$ cat config.mk
export PLATFORM = sky130hd
export DESIGN_NAME = tcli_ram
export DESIGN_NICKNAME = d
export VERILOG_FILES = /design/src/sv/table_cubic_lagrange_interp_core_defines.svh /design/src/sv/tcli_ram.sv
export SDC_FILE = /design/constraint.sdc
export NUM_CORES = 2
export LEC_CHECK = 0
export BUFFER_PORTS_ARGS = -buffer_cell sky130_fd_sc_hd__buf_4
export CAP_MARGIN = 5
export CORE_ASPECT_RATIO = 1.2
export CORE_MARGIN = 1.5
export CORE_UTILIZATION = 30
export DETAILED_ROUTE_END_ITERATION = 16
export PLACE_DENSITY_LB_ADDON = 0.05
export REMOVE_ABC_BUFFERS = 1
export SETUP_SLACK_MARGIN = 0.05
export SLEW_MARGIN = 20
export SYNTH_ARGS = -nofsm -noshare
export SYNTH_HDL_FRONTEND = slang
export SYNTH_SLANG_ARGS = --single-unit
$ cat constraint.sdc
create_clock -name clk_i -period 9.2 [get_ports clk_i]
set_clock_uncertainty 0.2 [all_clocks]
set_input_delay 0.92 -clock clk_i [delete_from_list [all_inputs] [get_ports clk_i]]
set_output_delay 0.92 -clock clk_i [all_outputs]
set_load 0.02 [all_outputs]
$ cat src/sv/table_cubic_lagrange_interp_core_defines.svh
// ---------------------------------------------------------------------------
// Assertion macros for the table cubic Lagrange interpolator
// Clocked concurrent checks on clk_i with reset masking; empty when disabled.
// ---------------------------------------------------------------------------
`ifndef TABLE_CUBIC_LAGRANGE_INTERP_CORE_DEFINES_SVH
`define TABLE_CUBIC_LAGRANGE_INTERP_CORE_DEFINES_SVH

`ifndef NO_ASSERTIONS
// Plain clocked check of a property.
`define TCLI_ASSERT(lbl, prop, msg) \
  lbl: assert property (@(posedge clk_i) disable iff (!rst_ni) prop) else $error(msg);
// Implication whose consequent is checked in the following cycle.
`define TCLI_ASSERT_NEXT(lbl, ante, cons, msg) \
  lbl: assert property (@(posedge clk_i) disable iff (!rst_ni) (ante) |=> (cons)) else $error(msg);
`else
`define TCLI_ASSERT(lbl, prop, msg)
`define TCLI_ASSERT_NEXT(lbl, ante, cons, msg)
`endif

`endif

$ cat src/sv/tcli_ram.sv
// ---------------------------------------------------------------------------
// tcli_ram
// Generic simple dual-port RAM: one write port, one registered read port.
// ---------------------------------------------------------------------------
module tcli_ram #(
  parameter int  WIDTH = 32,
  parameter int  DEPTH = 64,
  localparam int AW    = $clog2(DEPTH)
) (
  input  logic             clk_i,
  input  logic             we_i,
  input  logic [AW-1:0]    waddr_i,
  input  logic [WIDTH-1:0] wdata_i,
  input  logic             re_i,
  input  logic [AW-1:0]    raddr_i,
  output logic [WIDTH-1:0] rdata_o
);

  logic [WIDTH-1:0] mem [DEPTH];

  // read returns the old word on a same-address write
  always_ff @(posedge clk_i) begin
    if (we_i) begin
      mem[waddr_i] <= wdata_i;
    end
    if (re_i) begin
      rdata_o <= mem[raddr_i];
    end
  end

endmodule

==> summary.txt <==
Route
  • Drt via density: 5.128
  • DRC: 0
  • Drt pass-1 iters: 8
  • Final wirelength: 259.6 mm
  • WL/cell: 36.12 um
  • 1st-iter DRT viols: 3,499
  • Total number of vias: 36,850
  • Post-route ant nets: 0

Timing
  • Setup_tns: 0 ps
  • Fmax: 224.0 MHz
  • Least-Margin Pin Slew: 1191 ps
  • Finish-stage setup viols: 0
  • Slew Limit Fails: 0
  • Final hold vios: 0
  • RSZ-0062 raised after global routing: no
  • Fin crit share: 0.4852
  • Setup ws final: 4736 ps
  • Period minus WS final: 4464 ps
  • Max-slew headroom: 0.2020
  • Hold_ws: 410.9 ps

Setup path
  • R2R setup slack: 6160 ps
  • Kind of critical path: primary input to register
  • WP data arrival: 4850 ps
  • CP max FO: 46
  • Worst r2r src: mem[55][18]$_DFFE_PP_
  • Worst r2r dst: rdata_o[18]$_DFFE_PP_
  • Worst-case reg-to-reg path depth: 5
  • Worst Setup Start Kind: primary input
  • Worst endpoint required time: 9590 ps
  • CP Capture Type: register

Synthesis
  • Synth Area in XOR/XNOR: 0
  • Post-Syn Area per Cell: 23.72 sq um
  • Top-area cell type share of the netlist area: 0.7923
  • Synth warn: 0
  • Largest area contributor in the netlist: edfxtp_1
  • Simple-Gate Fraction of Synth Area: 0.01260
  • Synth Area in Compound Gates: 0.01666
  • Post-synthesis mux area share: 0.1672
  • Register area share after synthesis: 0.7923
  • Mapped Cells: 3,324
  • Largest cells by area after synthesis: edfxtp_1 (79%), mux4_2 (16%), mux2i_1 (1.2%)
  • Seq cells post-synth: 2,080
  • Post-Synth Adder-Cell Area: 0
  • Distinct cells, synth: 33
  • Mapped cell area: 78,840 sq um
  • Largest family of logic cells by synthesized area: multiplexers

Final layout
  • Final instance area: 91,490 sq um
  • Footprint of the multi-input gates: 16,000 sq um
  • Final Non-Filler Cells: 7,186
  • Register area: 62,460 sq um
  • Nets: 3,606
  • Layout fillers: 24,170
  • Ratio of cells with drive above 1 in the final layout: 0.2991
  • Area Growth Syn to Fin: 16.05%

Global routing
  • Largest net degree at the start of global routing: 87
  • GRT Total Usage: 0.1944
  • Vias in the first global route: 39,220
  • Remaining global-route overflow: 0
  • Initial antenna violation count: 29
  • First-pass GRT wire length: 348.8 mm

Worst hold path
  • Hold Startpoint: wdata_i[17]
  • Hold path depth: 1
  • Worst min path class: primary input to register
  • Worst Hold Path EP: mem[19][17]$_DFFE_PP_

CTS
  • Htree depth: 4
  • Post-CTS Setup Repair Bufs: 0
  • Clk sinks: 2,080
  • CTS buffer count: 229
  • Clock Path Buffers: 4
  • Clock root cell: clkbuf_16
  • Hold buffer count at CTS: 0
  • CTS-repair resized insts: 0
  • Worst skew pair latency: 880 ps
  • CTS tree: built
  • Clock Pin Slew Worst Setup and Hold Paths: 60 ps

Floorplan
  • Die area: 265,900 sq um
  • Die width: 471.0 um
  • # IOs: 79
  • Initial Util: 0.3010
  • Core area: 261,900 sq um
  • Die height: 564.6 um
  • Rows: 206

Placement
  • I/O Buffers: 78
  • Placed Cells: 6,760
  • RD Place Congestion: 0.7255
  • Pre-CTS WS: 3695 ps
  • Placed Area: 84,240 sq um
  • DPL Wire Length: 139.1 mm

Power
  • Leakage: 27.90 nW
  • P per Cell Area: 225.3 nW/um^2
  • Worst vdd rail ir drop: 0.0001458 V

Status
  • Status: completed

Flow run
  • MaxCap Viol Count: 0
[where the power goes]
| part | switching [mW] | leakage (nW) | internal (mW) |
|---|---|---|---|
| Sequential | 0.0469 | 18.7 | 10.5 |
| Combinational | 0.715 | 5.65 | 0.348 |
| Clock | 3.73 | 3.52 | 5.25 |
| Total | 4.49 | 27.9 | 16.1 |
[stage by stage]
stage | total power [mW] | util
3_3_place_gp | 11.86 | 0.3217
3_5_place_dp | 11.88 | 0.3217
4_1_cts | 20.92 | 0.3492
5_1_grt | 21.26 | 0.3492
6_report | 20.61 | 0.3494
2_1_floorplan | 11.14 | -
[area by class of cell]
type	count	share of cell area
clock inverters	128	0.01377
well taps	3432	0.04694
repair buffers	186	0.01623
multi-input cells	1062	0.1749
diodes	19	0.0005197
flip-flops and latches	2080	0.6827
clock buffers	279	0.06492
[critical path: stages]
cell and delay, ps:
buf_8 460, buf_4 700, buf_4 720, mux4_2 590, mux2i_1 170, nor2_1 80, o32ai_1 870, nor3_1 110
[cell usage in the layout, fill, tap and decap left out, types with 4 or more instances in the layout]
cell	synthesis	final
edfxtp_1	2080	2080
clkinv_1	0	47
clkbuf_1	74	49
inv_6	0	4
nand2_1	26	26
clkbuf_16	0	230
clkinv_2	0	42
buf_12	0	5
a21oi_1	62	62
diode_2	0	19
nor2_1	137	74
nand3_1	5	5
a311oi_1	8	5
mux2i_1	93	93
o221ai_1	27	27
nand2b_1	8	6
nand3b_1	5	5
and3_1	4	4
a22oi_1	12	12
buf_4	25	177
nor3_1	7	5
nor2_4	0	62
mux4_2	544	544
nor2b_1	15	14
bufinv_16	0	25
clkinvlp_4	0	6
o22ai_1	84	84
a41o_1	4	4
[cells by family after synthesis]
family                 Yosys count
flip-flops                    2080
multiplexers                   637
AND/OR/NAND/NOR                223
AO/OA/AOI/OAI                  202
buffers and inverters          182
[state kept, by name, summed over array words and instances, names as in the netlist]
signal / flops
rdata_o: 32
mem: 2048
[cell usage after synthesis, drive strengths merged]
cell	number
edfxtp	2080
mux4	544
nor2	137
buf	108
mux2i	93
o22ai	84
clkbuf	74
a21oi	62
o221ai	27
nand2	26
nor2b	15
a22oi	12
a311oi	8
nand2b	8
nor3	7
nand3	5
nand3b	5
or3b	5
a41o	4
and3	4
o32ai	4
or2	3
or3	3
and2	2
nand4	2
a31oi	1
nand4b	1
[worst max-delay path by stage]
stage	startpoint	end	slack, ps	cells past startpoint
final	raddr_i[0]	rdata_o[4]$_DFFE_PP_	4740	8
after global routing	raddr_i[0]	rdata_o[4]$_DFFE_PP_	4500	8
after CTS	raddr_i[0]	rdata_o[8]$_DFFE_PP_	4660	8
after detailed placement	raddr_i[0]	rdata_o[8]$_DFFE_PP_	3700	8
after global placement	raddr_i[0]	rdata_o[8]$_DFFE_PP_	3340	8
after floorplan	we_i	mem[48][0]$_DFFE_PP_	5070	3
[routing by layer]
metal | vias up | global-route usage | wire, um
met5 | - | 0 | 10
met4 | 2 | 0.04895 | 6068
met1 | 20770 | 0.2484 | 106100
li1 | 14830 | - | -
met2 | 947 | 0.3512 | 136500
met3 | 312 | 0.02138 | 10900
No activity file was read; power rests on OpenSTA's default activity.
